`src/design/scp_pkg.sv`:
```
package scp_pkg;

	localparam int MAX_POINTS = 32;
	localparam int PT_AW      = (MAX_POINTS > 1) ? $clog2(MAX_POINTS) : 1;
	localparam int CNT_W      = $clog2(MAX_POINTS + 1);
	localparam int LOG_BITS   = 40;
	localparam int SQ_STEPS   = 16;
	localparam int IT_W       = 6;

	localparam logic [63:0] LN2_Q64  = 64'hB17217F7D1CF79AB;
	localparam logic [63:0] Q62_ONE  = 64'h4000_0000_0000_0000;
	localparam logic [16:0] PROB_ONE = 17'd65536;
	localparam logic [23:0] N_LIMIT  = 24'd18;

	typedef logic signed [15:0] sinr_t;
	typedef logic [16:0]        prob_t;
	typedef logic [15:0]        len_t;

	typedef enum logic [1:0] {
		OP_CLEAR  = 2'd0,
		OP_APPEND = 2'd1,
		OP_QUERY  = 2'd2,
		OP_NOP    = 2'd3
	} opcode_t;

	typedef enum logic [2:0] {
		ST_OK    = 3'd0,
		ST_DUP   = 3'd1,
		ST_ORDER = 3'd2,
		ST_FULL  = 3'd3,
		ST_EMPTY = 3'd4
	} status_t;

	typedef struct packed {
		sinr_t sinr;
		prob_t prob;
	} point_t;

	typedef struct packed {
		logic        go;
		logic [63:0] a;
		logic [63:0] b;
	} mul_req_t;

	typedef struct packed {
		logic         done;
		logic [127:0] prod;
	} mul_rsp_t;

	typedef struct packed {
		logic        go;
		logic [63:0] num;
		len_t        den;
	} div_req_t;

	typedef struct packed {
		logic        done;
		logic [63:0] quo;
	} div_rsp_t;

endpackage

```
`src/design/scp_mul.sv`:
```
module scp_mul (
	input  logic              clk,
	input  logic              arst_n,
	input  scp_pkg::mul_req_t req,
	output scp_pkg::mul_rsp_t rsp
);
	import scp_pkg::*;

	logic [63:0]  a_q, b_q;
	logic [2:0]   cnt_q;
	logic         busy_q, done_q;
	logic [63:0]  pp_s1;
	logic [1:0]   sel_s1;
	logic         pv_s1;
	logic [127:0] acc_q;
	logic [31:0]  op_a, op_b;
	logic [127:0] pp_ext;

	// partial order: a0*b0, a0*b1, a1*b0, a1*b1
	always_comb begin
		op_a = cnt_q[1] ? a_q[63:32] : a_q[31:0];
		op_b = cnt_q[0] ? b_q[63:32] : b_q[31:0];
	end

	always_comb begin
		case (sel_s1)
			2'd0:    pp_ext = {64'd0, pp_s1};
			2'd1:    pp_ext = {32'd0, pp_s1, 32'd0};
			2'd2:    pp_ext = {32'd0, pp_s1, 32'd0};
			2'd3:    pp_ext = {pp_s1, 64'd0};
			default: pp_ext = '0;
		endcase
	end

	always_ff @(posedge clk or negedge arst_n) begin
		if (!arst_n) begin
			a_q    <= '0;
			b_q    <= '0;
			cnt_q  <= '0;
			busy_q <= 1'b0;
			done_q <= 1'b0;
			pp_s1  <= '0;
			sel_s1 <= '0;
			pv_s1  <= 1'b0;
			acc_q  <= '0;
		end else begin
			done_q <= 1'b0;
			pv_s1  <= 1'b0;
			if (pv_s1) begin
				acc_q <= acc_q + pp_ext;
			end
			if (req.go && !busy_q) begin
				a_q    <= req.a;
				b_q    <= req.b;
				cnt_q  <= '0;
				busy_q <= 1'b1;
				acc_q  <= '0;
			end else if (busy_q) begin
				if (cnt_q == 3'd4) begin
					busy_q <= 1'b0;
					done_q <= 1'b1;
				end else begin
					pp_s1  <= op_a * op_b;
					sel_s1 <= cnt_q[1:0];
					pv_s1  <= 1'b1;
					cnt_q  <= cnt_q + 3'd1;
				end
			end
		end
	end

	assign rsp.done = done_q;
	assign rsp.prod = acc_q;

endmodule

```
`config.mk`:
```
export PLATFORM = sky130hd
export DESIGN_NAME = scp_mul
export DESIGN_NICKNAME = d
export VERILOG_FILES = /design/src/design/scp_pkg.sv /design/src/design/scp_mul.sv
export SDC_FILE = /design/constraint.sdc
export NUM_CORES = 2
export LEC_CHECK = 0
export BUFFER_PORTS_ARGS = -buffer_cell sky130_fd_sc_hd__buf_2
export CAP_MARGIN = 20
export CORE_ASPECT_RATIO = 1.1
export CORE_MARGIN = 2
export CORE_UTILIZATION = 51
export CTS_BUF_LIST = sky130_fd_sc_hd__clkbuf_8
export CTS_CLUSTER_DIAMETER = 40
export DETAILED_ROUTE_END_ITERATION = 12
export PLACE_DENSITY = 0.68
export SYNTH_ARGS = -nofsm -noshare
export SYNTH_HDL_FRONTEND = slang
export SYNTH_SLANG_ARGS = --single-unit
```
`constraint.sdc`:
```
create_clock -name clk -period 18.1 [get_ports clk]
set_clock_uncertainty 0.15 [all_clocks]
set_input_delay 3.62 -clock clk [delete_from_list [all_inputs] [get_ports clk]]
set_output_delay 3.62 -clock clk [all_outputs]
set_load 0.05 [all_outputs]
```
==> run_results.csv <==
group,metric,value,unit
status,status,"finished clean",
worst_setup_path,critPathSlowestCell,"mux2i_4",
global_routing,use_met1,46.2,%
routing,drtIter0Drc,4778,
sta,finalCritPeriodShare,56.2,%
clocking,cts_hold_buf,0,
logic_synthesis,yosysTopAreaCell,"fa_1",
worst_setup_path,cp.arrival,10.59,ns
routing,drc,0,
logic_synthesis,async_flop_share,100,%
global_routing,grt_util_all_layers,37.3,%
die,io_pins,260,
routing,antenna_left,0,
die,die_w,319,um
layout,drive_above_1_share,8.98,%
logic_synthesis,synth-simple-area-share,17.7,%
logic_synthesis,synth.distinct_cells,95,
die,die-area,0.112,mm2
logic_synthesis,synth_top_area_share,32.2,%
worst_setup_path,timing_worst_setup_path_type,"reg -> reg",
layout,final_nets,8092,
layout,final_common_cell,"nand2_1",
global_routing,grtUsageMet2,57.9,%
place,dp.final_hpwl,161,mm
die,die_y,351,um
routing,wl,207,mm
worst_setup_path,end_kind,"flop",
worst_setup_path,slowest_delay,1.05,ns
hold_path,holdCritPathClass,"reg -> reg",
logic_synthesis,ys_seq_elements,328,
logic_synthesis,synth_fa_ha_area_share,41.1,%
clocking,clk_latency,0.74,ns
sta,max_freq,0.0984,GHz
logic_synthesis,syn_nets,8050,
logic_synthesis,netlist_area,0.0557,mm2
sta,maxSlewViolCount,0,
worst_setup_path,critical-path-top-delay-family,"adder cells",
worst_setup_path,cp.required,18.52,ns
global_routing,busiest_layer,"met2",
logic_synthesis,synth_edf_count,0,
routing,vias_per_cell,6.00,
job,maxCapViolCount,0,
clocking,postCtsSetupRepairBufs,0,
logic_synthesis,synth_xor_area_share,2.29,%
place,gp_congestion,1.04,
die,core.rowCount,127,
routing,first_pass_iters,6,
clocking,post_cts_resized,0,
logic_synthesis,avgSynthCellArea,8.41,um2
global_routing,grt_first_pass_wirelength,310,mm
die,core_area,0.109,mm2
sta,rsz0062_at_grt,"no",
logic_synthesis,muxShareOfSynthArea,3.94,%
clocking,cts_buffer_depth,3,
global_routing,grt_pass1_vias,50371,
logic_synthesis,ys_seq_area_share,14.7,%
logic_synthesis,synth-main-ff-cell,"dfrtp_1",
clocking,path_clk_slew,0.06,ns
logic_synthesis,ys_warn_count,0,
clocking,cts_root_buffer,"clkbuf_8",
sta,post-route-min-period,10.16,ns
global_routing,use_met3,9.64,%
logic_synthesis,synth_top_family_by_area,"adder cells",
sta,setup-tns-final,0,ns
worst_setup_path,start_kind,"flop",
logic_synthesis,synth-compound-area-share,11.2,%
global_routing,grt_overflow_total,0,
clocking,cts_tree,"built",
clocking,cts_num_sinks,328,
sta,setup_violations,0,
clocking,cts_buffers,70,
routing,num_vias,48856,
sta,slew_headroom,21.7,%
routing,post_drt_wl_per_cell,25.4,um
sta,hold_viol_final,0,
worst_setup_path,cp_max_fo,50,
layout,area_growth,7.44,%
clocking,htree_levels,3,
place,portBuffers,259,
die,start_util,51.3,%
global_routing,antenna_found_initial,5,
layout,layout_common_cells,"nand2_1, inv_1, fa_1",
worst_setup_path,critPathBufInv,5,
worst_setup_path,crit_top_cell,"fa_1",
logic_synthesis,synth_area_leaders,"fa_1, dfrtp_1, ha_1, nand2_1, inv_1",
global_routing,grt_max_degree,122,
layout,nFillCells,10223,
sta,tightest_slew,1.17,ns
logic_synthesis,synth_cells,6628,
## per-layer routing
metal	vias to the layer above	wire [um]
met5	-	13
met4	2	16700
met3	711	23400
met2	2926	90500
met1	24083	76500
li1	21134	-
## registers in the layout (all words and copies together) (netlist names)
| signal | count |
|---|---|
| a_q | 64 |
| busy_q | 1 |
| pp_s1 | 64 |
| b_q | 64 |
| pv_s1 | 1 |
| acc_q | 128 |
| cnt_q | 3 |
| done_q | 1 |
| sel_s1 | 2 |
## synth_stat cells, drive strengths merged (95+ instances only)
cell type	number
a21oi	315
clkbuf	321
dfrtp	328
fa	897
ha	394
inv	960
mux2i	146
nand2	1119
nor2	829
o21ai	238
xnor2	95
## per-stage QoR
stage	setup slack [ns]	instance area, um2	cells	hold slack, ns	utilization (%)
final	7.94	59900	8148	0.351	55.1
after global routing	7.59	59900	8146	0.374	55.1
after CTS	8.11	59900	8144	0.355	55.1
after detailed placement	8.20	58300	8017	0.339	53.6
after global placement	8.35	58300	8017	0.332	53.6
after floorplan	9.42	55700	6628	0.310	-
## layout make-up
cell class / count / area (um2) / share of cell area [%]
inverter: 960 / 3600 / 6.02
antenna: 4 / 10.0 / 0.0167
clock inverter: 43 / 419 / 0.700
tap: 1419 / 1780 / 2.97
clock buffer: 84 / 1160 / 1.93
timing repair buffer: 342 / 1950 / 3.26
sequential: 328 / 8220 / 13.7
multi-input combinational: 4968 / 42700 / 71.4
## cell families after synthesis
| group | Yosys count |
|---|---|
| AO/OA/AOI/OAI | 974 |
| XOR/XNOR | 146 |
| AND/OR/NAND/NOR | 2346 |
| adder cells (fa/ha/maj) | 1291 |
| buffers and inverters | 1332 |
| multiplexers | 211 |
| flip-flops | 328 |
## worst paths after layout
kind                       depth (start not counted)  startpoint         to  slack, ns
setup / recovery                                  27    cnt_q[0]  pp_s1[56]       7.94
hold / removal                                     2     a_q[27]    a_q[27]       0.35
setup reg to reg                                  27    cnt_q[0]  pp_s1[56]       7.94
hold reg to reg                                    2     a_q[27]    a_q[27]       0.35
max in group asynchronous                          4      arst_n    a_q[49]      12.42
min in group asynchronous                          1      arst_n  acc_q[53]       2.68
## worst min-delay path: cells and delay by family, from the launching register on
kind / cells / cell delay (ns)
flops: 1 / 0.36
simple gates: 2 / 0.11
Power is not shown: default switching activity piles up to over one toggle a cycle in this logic, so the estimate is an artifact.
