==> config.mk <==
export PLATFORM = sky130hd
export DESIGN_NAME = scp_div
export DESIGN_NICKNAME = d
export VERILOG_FILES = /design/src/design/scp_pkg.sv /design/src/design/scp_div.sv
export SDC_FILE = /design/constraint.sdc
export NUM_CORES = 1
export LEC_CHECK = 0
export ABC_CLOCK_PERIOD_IN_PS = 2300
export BUFFER_PORTS_ARGS = -buffer_cell sky130_fd_sc_hd__buf_2
export CORE_MARGIN = 2
export CORE_UTILIZATION = 30
export CTS_BUF_LIST = sky130_fd_sc_hd__clkbuf_4 sky130_fd_sc_hd__clkbuf_8
export DETAILED_ROUTE_END_ITERATION = 10
export GPL_TIMING_DRIVEN = 0
export REMOVE_ABC_BUFFERS = 1
export SLEW_MARGIN = 25
export SYNTH_ARGS = -nofsm -noshare
export SYNTH_HDL_FRONTEND = slang
export SYNTH_SLANG_ARGS = --single-unit
==> constraint.sdc <==
create_clock -name clk -period 2.3 [get_ports clk]
set_input_delay 0.69 -clock clk [delete_from_list [all_inputs] [get_ports clk]]
set_output_delay 0.69 -clock clk [all_outputs]
set_load 0.02 [all_outputs]
==> src/design/scp_pkg.sv <==
package scp_pkg;

	localparam int MAX_POINTS = 32;
	localparam int PT_AW      = (MAX_POINTS > 1) ? $clog2(MAX_POINTS) : 1;
	localparam int CNT_W      = $clog2(MAX_POINTS + 1);
	localparam int LOG_BITS   = 40;
	localparam int SQ_STEPS   = 16;
	localparam int IT_W       = 6;

	localparam logic [63:0] LN2_Q64  = 64'hB17217F7D1CF79AB;
	localparam logic [63:0] Q62_ONE  = 64'h4000_0000_0000_0000;
	localparam logic [16:0] PROB_ONE = 17'd65536;
	localparam logic [23:0] N_LIMIT  = 24'd18;

	typedef logic signed [15:0] sinr_t;
	typedef logic [16:0]        prob_t;
	typedef logic [15:0]        len_t;

	typedef enum logic [1:0] {
		OP_CLEAR  = 2'd0,
		OP_APPEND = 2'd1,
		OP_QUERY  = 2'd2,
		OP_NOP    = 2'd3
	} opcode_t;

	typedef enum logic [2:0] {
		ST_OK    = 3'd0,
		ST_DUP   = 3'd1,
		ST_ORDER = 3'd2,
		ST_FULL  = 3'd3,
		ST_EMPTY = 3'd4
	} status_t;

	typedef struct packed {
		sinr_t sinr;
		prob_t prob;
	} point_t;

	typedef struct packed {
		logic        go;
		logic [63:0] a;
		logic [63:0] b;
	} mul_req_t;

	typedef struct packed {
		logic         done;
		logic [127:0] prod;
	} mul_rsp_t;

	typedef struct packed {
		logic        go;
		logic [63:0] num;
		len_t        den;
	} div_req_t;

	typedef struct packed {
		logic        done;
		logic [63:0] quo;
	} div_rsp_t;

endpackage

==> src/design/scp_div.sv <==
module scp_div (
	input  logic              clk,
	input  logic              arst_n,
	input  scp_pkg::div_req_t req,
	output scp_pkg::div_rsp_t rsp
);
	import scp_pkg::*;

	logic [15:0] rem_q;
	logic [63:0] quo_q;
	len_t        den_q;
	logic [5:0]  cnt_q;
	logic        busy_q, done_q;
	logic [16:0] trial, diff;
	logic        ge;

	// one quotient bit a cycle, restoring
	always_comb begin
		trial = {rem_q, quo_q[63]};
		diff  = trial - {1'b0, den_q};
		ge    = (trial >= {1'b0, den_q});
	end

	always_ff @(posedge clk or negedge arst_n) begin
		if (!arst_n) begin
			rem_q  <= '0;
			quo_q  <= '0;
			den_q  <= '0;
			cnt_q  <= '0;
			busy_q <= 1'b0;
			done_q <= 1'b0;
		end else begin
			done_q <= 1'b0;
			if (req.go && !busy_q) begin
				rem_q  <= '0;
				quo_q  <= req.num;
				den_q  <= req.den;
				cnt_q  <= '0;
				busy_q <= 1'b1;
			end else if (busy_q) begin
				rem_q <= ge ? diff[15:0] : trial[15:0];
				quo_q <= {quo_q[62:0], ge};
				cnt_q <= cnt_q + 6'd1;
				if (cnt_q == 6'd63) begin
					busy_q <= 1'b0;
					done_q <= 1'b1;
				end
			end
		end
	end

	assign rsp.done = done_q;
	assign rsp.quo  = quo_q;

endmodule

==> results of run 1 <==
-- area by class of cell --
type | instances | share of cell area (%)
Clock inverter | 6 | 1.205
Tap cell | 229 | 4.119
Multi-Input combinational cell | 410 | 39.94
Timing Repair Buffer | 167 | 14.36
Inverter | 19 | 1.025
Sequential cell | 104 | 37.47
Clock buffer | 10 | 1.889
-- per-stage QoR --
stage	area (um2)	hold WS [ps]	total power [W]	cells
2_1_floorplan	5291	394.4	0.007820	533
3_3_place_gp	6314	468.6	0.009418	909
3_5_place_dp	6457	481.3	0.009525	914
4_1_cts	6852	272.5	0.01135	942
5_1_grt	6955	283.2	0.01269	945
6_report	6955	264.1	0.01160	945
-- timing repair --
action | CTS | global route
cloned | 0 | 0
pin swaps | 6 | 8
endpoints found under the setup margin | 17 | 17
gates resized for setup | 14 | 18
setup buffers | 12 | 3
-- registers in the layout, summed over array words and instances (netlist names) --
register	flops
den_q	16
done_q	1
quo_q	64
busy_q	1
cnt_q	6
rem_q	16
-- report_power, final --
part	internal (W)	total, W	leakage, nW	switching [W]
Clock	0.000622	0.00126	0.113	0.000636
Combinational	0.00304	0.00686	2.07	0.00382
Sequential	0.00280	0.00347	1.23	0.000680
Total	0.00646	0.0116	3.41	0.00513
-- final timing paths --
| path | cells past startpoint | start | to |
|---|---|---|---|
| setup / recovery | 9 | den_q[3] | rem_q[9] |
| hold / removal | 1 | arst_n | quo_q[49] |
| setup reg to reg | 9 | den_q[3] | rem_q[9] |
| hold reg to reg | 1 | cnt_q[5] | cnt_q[5] |
| max in group asynchronous | 2 | arst_n | busy_q |
| min in group clk | 1 | cnt_q[5] | cnt_q[5] |
-- placed cells by master, fill, tap and decap left out, drive strengths merged, types with 3 or more instances in the layout --
cell and count:
buf 167, dfrtp 104, nand2 103, o21ai 96, mux2i 64, nand3 27
inv 19, ha 17, a21oi 12, clkbuf 10, a32oi 8, nor2 8
nand4 7, a21o 7, xnor2 7, xor2 6, nor3 5, a31oi 4
clkinv 4, nor2b 4, nand2b 3, o31ai 3, o2111ai 3, o311ai 3
-- cell families (layout without fill, tap and decap cells) --
logic type / after synthesis / count (layout)
simple gates: 166 / 166
compound gates: 149 / 149
flops: 104 / 104
mux: 64 / 64
buf+inv: 60 / 202
fa+ha+maj: 18 / 18
xor+xnor: 13 / 13
-- routing by layer --
metal	part of all wire, %	vias up	track usage, %
li1	-	2301	-
met1	49	2107	19.08
met2	45	104	21.00
met3	4.3	17	2.555
met4	1.8	0	5.369
met5	0	-	0
-- worst max-delay path: cells and delay by family, from the launching register on --
family,cells,cell delay [ps]
flip-flops,1,380
buffers and inverters,1,80
AO/OA/AOI/OAI,5,860
AND/OR/NAND/NOR,2,460
adder cells (fa/ha/maj),1,310
==> impl_results.md, run 1 <==
* Top_reg_cell synth: dfrtp_1
* Clock skew at 15.06 ps
* Run status: finished, final reports clean
* CTS Buffer Depth at 2
* Yosys cell types at 50
* I/O pins at 148
* Total Neg Setup Slack at 0 ps
* Slew @ Worst Pin at 723.0 ps
* Largest family of logic cells by synthesized area: compound AO/OA/AOI/OAI gates
* Synth-to-layout area growth at 27.03%
* Initial antenna violation count at 0
* Worst-path fanout max at 9
* Final Util at 38.72%
* Clk_lat worst skew at 380 ps
* Leak at 3.411 nW
* Yosys top cell area share at 47.53%
* Min-delay worst type: in -> async
* Routed WL per cell at 13.90 um
* Initial Utilization at 30.48%
* Max cap viols at 0
* RD Place Congestion at about 0.81
* Aggregate global routing overflow at 0
* Highest clock rate at 455.1 MHz
* Core Region at approximately 0.018 mm2
* Total Nets Final at 812
* Vias in the first global route at 4353
* Relative slew slack at 51.70%
* Clock-pin transition on the worst setup and hold timing paths at 100 ps
* Vias per cell at between 4 and 5
* Period utilisation layout at 95.53%
* CP max stage delay at approximately 380 ps
* Worst Path Arrival at 2460 ps
* Yosys warns at 0
* Crit path capture type: flop
* Post-DRT Antenna Nets at 0
* Setup WS pre-CTS at -338.3 ps
* Multi-input gate area at roughly 0.0028 mm2
* H-tree Lvls at 3
* Register area share after synthesis at 47.53%
* Crit path max-delay cell type: dfrtp_1
* Cells after Synth at 574
* Worst Setup Start Kind: flop
* Gr usage total at 13.66%
* Cts hold-fix bufs at 0
* Post-synth EDFFs at 0
* Total of fill cells in the finished design at 1836
* Pre-Repair DR Iteration Count at 4
* Min Clock Period, post-route at 2197 ps
* Top cells by count, synth: dfrtp_1 (104), nand2_1 (102), mux2i_1 (64)
* DRC at 0
* IO buf count at 147
* Multiplexer area fraction after synthesis at 11.70%
* TritonCTS clock tree: built
* Setup-failing EPs final at 0
* Die Height at 139.1 um
* DP HPWL at 9073 um
* RSZ-0062 raised after global routing: true
* CP Cell Sequence: inv_1 > ha_2 > a21o_1 > a21oi_2 > a21oi_1 > or2_4 > a41o_4 > nand2_2 > o21ai_1
* Die Width at 139.1 um
* Post-Synth XOR/XNOR Area at 2.080%
* Final worst slack at 102.9 ps
* Diodes inserted at 0
* Die ar. at 0.01935 mm2
* WL final at ~13000 um
* FP Rows at just under 50
* Mean Syn Cell Area at 9.539 um2
* VDD IR max at a little under 0.6 mV
* Mapped Area at 0.005475 mm2
* DRT iter0 DRCs at around 150
* Register bit total from synthesis at 104
* Largest net degree at the start of global routing at 82
* Final hold vios at 0
* Register Area at 0.002606 mm2
* Post-synthesis simple-gate area fraction at 13.30%
* Slew Limit Fails at 0
* Cell Pwr Density at 1667 mW/mm2
* Critical path required time at 2560 ps
* Clock root buffer: clkbuf_8
* Post-Synth Adder-Cell Area at 4.250%
* Layout cells sized above 1 at 29.47%
* FF-to-FF setup slack at 100 ps
* Number of clock sinks at 104
* CTS Buf Count at 9
* Total vias in the final route at between 4000 and 5000
* Area contributors post-synth: dfrtp_1 (48%), mux2i_1 (12%), nand2_1 (7.0%)
* Post-synth ARST share at between 90% and 100%
* Critical path class: reg -> reg
* Area leader, netlist: dfrtp_1
* First-pass GRT wire length at about 22000 um
* Compound-Gate Fraction of Synth Area at 16.48%
* Count leader, synth: dfrtp_1
No activity file was read; power rests on OpenSTA's default activity.
==> run 2: changes to the inputs <==
--- a/config.mk
+++ b/config.mk
@@ -5,7 +5,7 @@
 export SDC_FILE = /design/constraint.sdc
 export NUM_CORES = 1
 export LEC_CHECK = 0
-export ABC_CLOCK_PERIOD_IN_PS = 2300
+export ABC_CLOCK_PERIOD_IN_PS = 2690
 export BUFFER_PORTS_ARGS = -buffer_cell sky130_fd_sc_hd__buf_2
 export CORE_MARGIN = 2
 export CORE_UTILIZATION = 30
==> constraint.sdc (replaced) <==
create_clock -name clk -period 2.69 [get_ports clk]
set_input_delay 0.807 -clock clk [delete_from_list [all_inputs] [get_ports clk]]
set_output_delay 0.807 -clock clk [all_outputs]
set_load 0.02 [all_outputs]
==> impl_results.md, run 2 (synthesis results as in run 1) <==
* Run status: finished, final reports clean
* Min Clock Period, post-route at 2494 ps (+297.4 ps)
* Critical path required time at 2970 ps (+410 ps)
* Aggregate global routing overflow at 0 (unchanged)
* Vias per cell at 4.783 (-0.19%)
* Clock root buffer: clkbuf_8
* Number of clock sinks at 104 (unchanged)
* Highest clock rate at 400.9 MHz (-12%)
* Worst reg2reg path endpoint: rem_q[0]
* Period utilisation layout at 92.73% (-2.8 points)
* Min-delay worst type: in -> async
* Reg2reg start: rem_q[5]
* RD Place Congestion at 0.8133 (unchanged)
* Critical path class: reg -> reg
* Cell Pwr Density at 1373 mW/mm2 (-18%)
* Worst-path fanout max at 11 (+2)
* Worst Path Arrival at 2780 ps (+320 ps)
* VDD IR max at 0.4728 mV (-18%)
* Routed WL per cell at 13.74 um (-1.1%)
* Total vias in the final route at 4458 (-1.6%)
* Initial antenna violation count at 0 (unchanged)
* Die Height at 139.1 um (unchanged)
* Relative slew slack at 51.89% (+0.19 points)
* Core Region at 0.01796 mm2 (unchanged)
* Final hold vios at 0 (unchanged)
* Die ar. at 0.01935 mm2 (unchanged)
* Clk_lat worst skew at 380 ps (about the same)
* DP HPWL at 9073 um (unchanged)
* IO buf count at 147 (unchanged)
* Clock-pin transition on the worst setup and hold timing paths at 100 ps (about the same)
* Setup WS pre-CTS at 51.75 ps (+390.0 ps)
* Total of fill cells in the finished design at 1859 (+1.3%)
* Leak at 3.342 nW (-2.0%)
* Max cap viols at 0 (unchanged)
* Gr usage total at 13.47% (-0.19 points)
* WL final at 12810 um (-2.5%)
* Fin cells at 932 (-1.4%)
* Clock skew at 14.31 ps (-0.7454 ps)
* CTS Buf Count at 9 (unchanged)
* I/O pins at 148 (unchanged)
* Total Nets Final at 799 (-1.6%)
* Critical Path Source: rem_q[5]
* Pre-Repair DR Iteration Count at 4 (unchanged)
* Diodes inserted at 0 (unchanged)
* Initial Utilization at 30.48% (unchanged)
* TritonCTS clock tree: built
* Worst Setup Start Kind: flop
* Vias in the first global route at 4257 (-2.2%)
* Final worst slack at 195.5 ps (+92.63 ps)
* Setup-failing EPs final at 0 (unchanged)
* Synth-to-layout area growth at 22.17%
* Largest Register: quo_q
* DRC at 0 (unchanged)
* FF-to-FF setup slack at 200 ps (+90 ps)
* Leading cell types in the layout, fill and taps excluded: buf_2 (145), dfrtp_1 (103), nand2_1 (102)
* Largest net degree at the start of global routing at 82 (unchanged)
* First-pass GRT wire length at 21540 um (-1.5%)
* Worst R2R Path Depth at 9 (unchanged)
* Slew @ Worst Pin at 720.1 ps (-2.867 ps)
* Biggest regs: quo_q: 64 flops, den_q: 16 flops, rem_q: 16 flops
* DRT iter0 DRCs at 162 (+11%)
* Placed cells at 914 (unchanged)
* Max reg flops at 64 (unchanged)
* FP Rows at 49 (unchanged)
* Post-DRT Antenna Nets at 0 (unchanged)
* H-tree Lvls at 3 (unchanged)
* Crit path capture type: flop
* Cts hold-fix bufs at 0 (unchanged)
* Die Width at 139.1 um (unchanged)
* Commonest non-fill, non-tap cell in the layout: buf_2
* Layout cells sized above 1 at 25.60% (-3.9 points)
* Slew Limit Fails at 0 (unchanged)
* CTS Buffer Depth at 2 (unchanged)
## run 2: critical path: stages (launching register included)
cell and delay, ps:
dfrtp_1 410, ha_1 420, and4_1 280, nand4_1 120, o31a_1 340, o21ai_2 180
a41oi_4 50, buf_4 210, or3_1 310, o311ai_1 90
## run 2: power by group
part | internal [W] | total, W | switching, W | leakage (nW)
sequential | 0.00239 | 0.00295 | 0.000558 | 1.23
clock | 0.000532 | 0.00107 | 0.000541 | 0.113
combinational | 0.00211 | 0.00516 | 0.00306 | 2.00
total | 0.00503 | 0.00919 | 0.00416 | 3.34
## run 2: cell type report
class                      count  area, um2  area share, %
clock buffer                  10      131.4          1.964
timing repair buffer         154      880.8          13.17
tap                          229      286.5          4.284
clock inverter                 6      83.83          1.253
inverter                      19      71.32          1.066
multi-input combinational    410       2629          39.30
sequential                   104       2606          38.96
## run 2: worst max-delay path by stage
stage	end	slack [ps]	cells past startpoint
global route	rem_q[0]	-3	9
floorplan	den_q[10]	-1170	3
global placement	den_q[10]	-3500	3
detailed placement	rem_q[0]	50	8
CTS	rem_q[0]	60	8
finish	rem_q[0]	200	9
## run 2: metal layers
layer  vias up  GRT usage, %  share of wire, %
met1      2061         18.87                49
met5         -             0                 0
met3        17         2.555               4.3
met2       106         20.72                45
met4         0         5.104               1.6
li1       2274             -                 -
## run 2: timing repair
item                                    CTS  global route
hold endpoints to repair                  0             0
gates resized for setup                   0             1
setup buffers                             0             2
endpoints found under the setup margin    0            14
## run 2: stage by stage
| stage | util [%] | hold slack (ps) | area (um2) | TNS (ps) | power (W) |
|---|---|---|---|---|---|
| finish | 37.24 | 378.1 | 6689 | 0 | 0.009186 |
| global route | 37.24 | 400.2 | 6689 | -3.264 | 0.01010 |
| CTS | 37.15 | 389.5 | 6673 | 0 | 0.009257 |
| detailed placement | 35.95 | 481.3 | 6457 | 0 | 0.008144 |
| global placement | 35.15 | 468.6 | 6314 | -266090 | 0.008052 |
| floorplan | - | 449.4 | 5291 | -50310 | 0.006686 |
==> run 3: changes to the inputs <==
--- a/config.mk
+++ b/config.mk
@@ -6,7 +6,7 @@
 export NUM_CORES = 1
 export LEC_CHECK = 0
 export ABC_CLOCK_PERIOD_IN_PS = 2690
-export BUFFER_PORTS_ARGS = -buffer_cell sky130_fd_sc_hd__buf_2
+export BUFFER_PORTS_ARGS = -buffer_cell sky130_fd_sc_hd__buf_4
 export CORE_MARGIN = 2
 export CORE_UTILIZATION = 30
 export CTS_BUF_LIST = sky130_fd_sc_hd__clkbuf_4 sky130_fd_sc_hd__clkbuf_8
==> impl_results.md, run 3 (synthesis results as in run 1) <==
* CP Cell Sequence: ha_1 > and3_1 > nand4_1 > a21oi_1 > or2_1 > a41oi_4 > buf_4 > or3_1 > o311ai_1
* DP HPWL at 9044 um (-0.32%)
* Worst Setup Start Kind: flop
* Initial Utilization at 30.48% (unchanged)
* Leading cell types in the layout, fill and taps excluded: buf_4 (147), dfrtp_1 (103), nand2_1 (102)
* Max cap viols at 0 (unchanged)
* Vias per cell at 4.884 (+2.1%)
* Slew @ Worst Pin at 841.0 ps (+120.8 ps)
* Final hold vios at 0 (unchanged)
* Setup-failing EPs final at 0 (unchanged)
* Max reg flops at 64 (unchanged)
* H-tree Lvls at 3 (unchanged)
* Largest Register: quo_q
* Placed cell area at 0.006765 mm2 (+4.8%)
* CP max stage delay at 490 ps (+70 ps)
* DRT iter0 DRCs at 204 (+26%)
* Aggregate global routing overflow at 0 (unchanged)
* Layout cells sized above 1 at 25.78% (+0.18 points)
* Critical path required time at 2970 ps (about the same)
* Clock-pin transition on the worst setup and hold timing paths at 100 ps (about the same)
* Min-delay worst type: reg -> reg
* IO buf count at 147 (unchanged)
* Min Clock Period, post-route at 2488 ps (-6.435 ps)
* Run status: finished, final reports clean
* Commonest non-fill, non-tap cell in the layout: buf_4
* Highest clock rate at 401.9 MHz (+0.26%)
* TritonCTS clock tree: built
* Total of fill cells in the finished design at 1820 (-2.1%)
* Largest net degree at the start of global routing at 105 (+28%)
* Fin cells at 931 (-0.11%)
* Placed cells at 912 (-0.22%)
* RSZ-0062 raised after global routing: false
* Clk_lat worst skew at 380 ps (about the same)
* Pre-Repair DR Iteration Count at 4 (unchanged)
* Total vias in the final route at 4547 (+2.0%)
* Gr usage total at 13.50% (+0.030 points)
* Die ar. at 0.01935 mm2 (unchanged)
* DRC at 0 (unchanged)
* Period utilisation layout at 92.49% (-0.24 points)
* Routed WL per cell at 14.29 um (+3.9%)
* RD Place Congestion at 0.8025 (-1.3%)
* Final Util at 38.93% (+1.7 points)
* FP Rows at 49 (unchanged)
* Core Region at 0.01796 mm2 (unchanged)
* Die Width at 139.1 um (unchanged)
* Die Height at 139.1 um (unchanged)
* Initial antenna violation count at 0 (unchanged)
* Register Area at 0.002606 mm2 (unchanged)
* Worst Path Arrival at 2760 ps (-20 ps)
* Clock root buffer: clkbuf_8
* Clock skew at 14.43 ps (+0.1123 ps)
* CTS Buf Count at 9 (unchanged)
* VDD IR max at 0.4784 mV (+1.2%)
* Multi-input gate area at 0.002634 mm2 (+0.19%)
* I/O pins at 148 (unchanged)
* Final Cell Area at 0.006993 mm2 (+4.5%)
* Leak at 3.422 nW (+2.4%)
* Post-DRT Antenna Nets at 0 (unchanged)
* Diodes inserted at 0 (unchanged)
* Top Family by Delay on Critical Path: simple AND/OR/NAND/NOR gates
* Relative slew slack at 43.94% (-8.0 points)
* Critical path class: reg -> reg
* Crit path max-delay cell type: ha_1
* Synth-to-layout area growth at 27.72%
* Total Nets Final at 798 (-0.13%)
* WL final at 13300 um (+3.8%)
* Number of clock sinks at 104 (unchanged)
* Worst-path fanout max at 10 (-1)
* Biggest regs: quo_q: 64 flops, den_q: 16 flops, rem_q: 16 flops
* Cell Pwr Density at 1354 mW/mm2 (-1.4%)
* Vias in the first global route at 4379 (+2.9%)
* CP Buf/Inv Count at 1 (unchanged)
* First-pass GRT wire length at 21570 um (+0.13%)
* Crit path capture type: flop
* CTS Buffer Depth at 2 (unchanged)
* Slew Limit Fails at 0 (unchanged)
## run 3: what timing repair did
| action | CTS | global route |
|---|---|---|
| setup endpoints to repair | 0 | 11 |
| resized for setup | 0 | 3 |
| setup buffers | 0 | 3 |
| hold buffers | 0 | 0 |
## run 3: report_power, final
part           switching (W)  total [W]  internal (W)
logic                0.00308    0.00554       0.00246
clock network       0.000586   0.000946      0.000360
registers           0.000589    0.00298       0.00239
## run 3: final timing paths
kind                       startpoint         to  slack [ps]  cells past startpoint
setup / recovery             rem_q[9]   rem_q[0]         200                      9
hold / removal               cnt_q[5]   cnt_q[5]         500                      1
setup reg to reg             rem_q[9]   rem_q[0]         200                      9
hold reg to reg              cnt_q[5]   cnt_q[5]         500                      1
max in group asynchronous      arst_n     busy_q        1490                      1
min in group asynchronous      arst_n  quo_q[51]         510                      1
## run 3: layer usage
metal  track usage, %  wire length, um  vias up
met5                0                0        -
met4            2.977              104        0
met3            3.591              520        9
met2            21.75             6178      104
met1            18.31             6497     2159
li1                 -                -     2275
## run 3: metrics by stage
step                total power (W)  TNS [ps]  hold slack (ps)  setup slack, ps
detailed placement         0.008465         0            479.6            26.68
finish                     0.009465         0            498.4            202.0
CTS                        0.009453         0            496.2            18.06
global placement           0.008390   -219620            469.9            -3466
global route                0.01033         0            528.3            32.04
floorplan                  0.006686    -50310            449.4            -1168
## run 3: area by class of cell
cell class | count | share of cell area (%)
Inverter | 19 | 1.020
Sequential cell | 104 | 37.27
Clock inverter | 6 | 0.7515
Multi-Input combinational cell | 410 | 37.66
Clock buffer | 10 | 1.879
Tap cell | 229 | 4.097
Timing Repair Buffer | 153 | 17.32
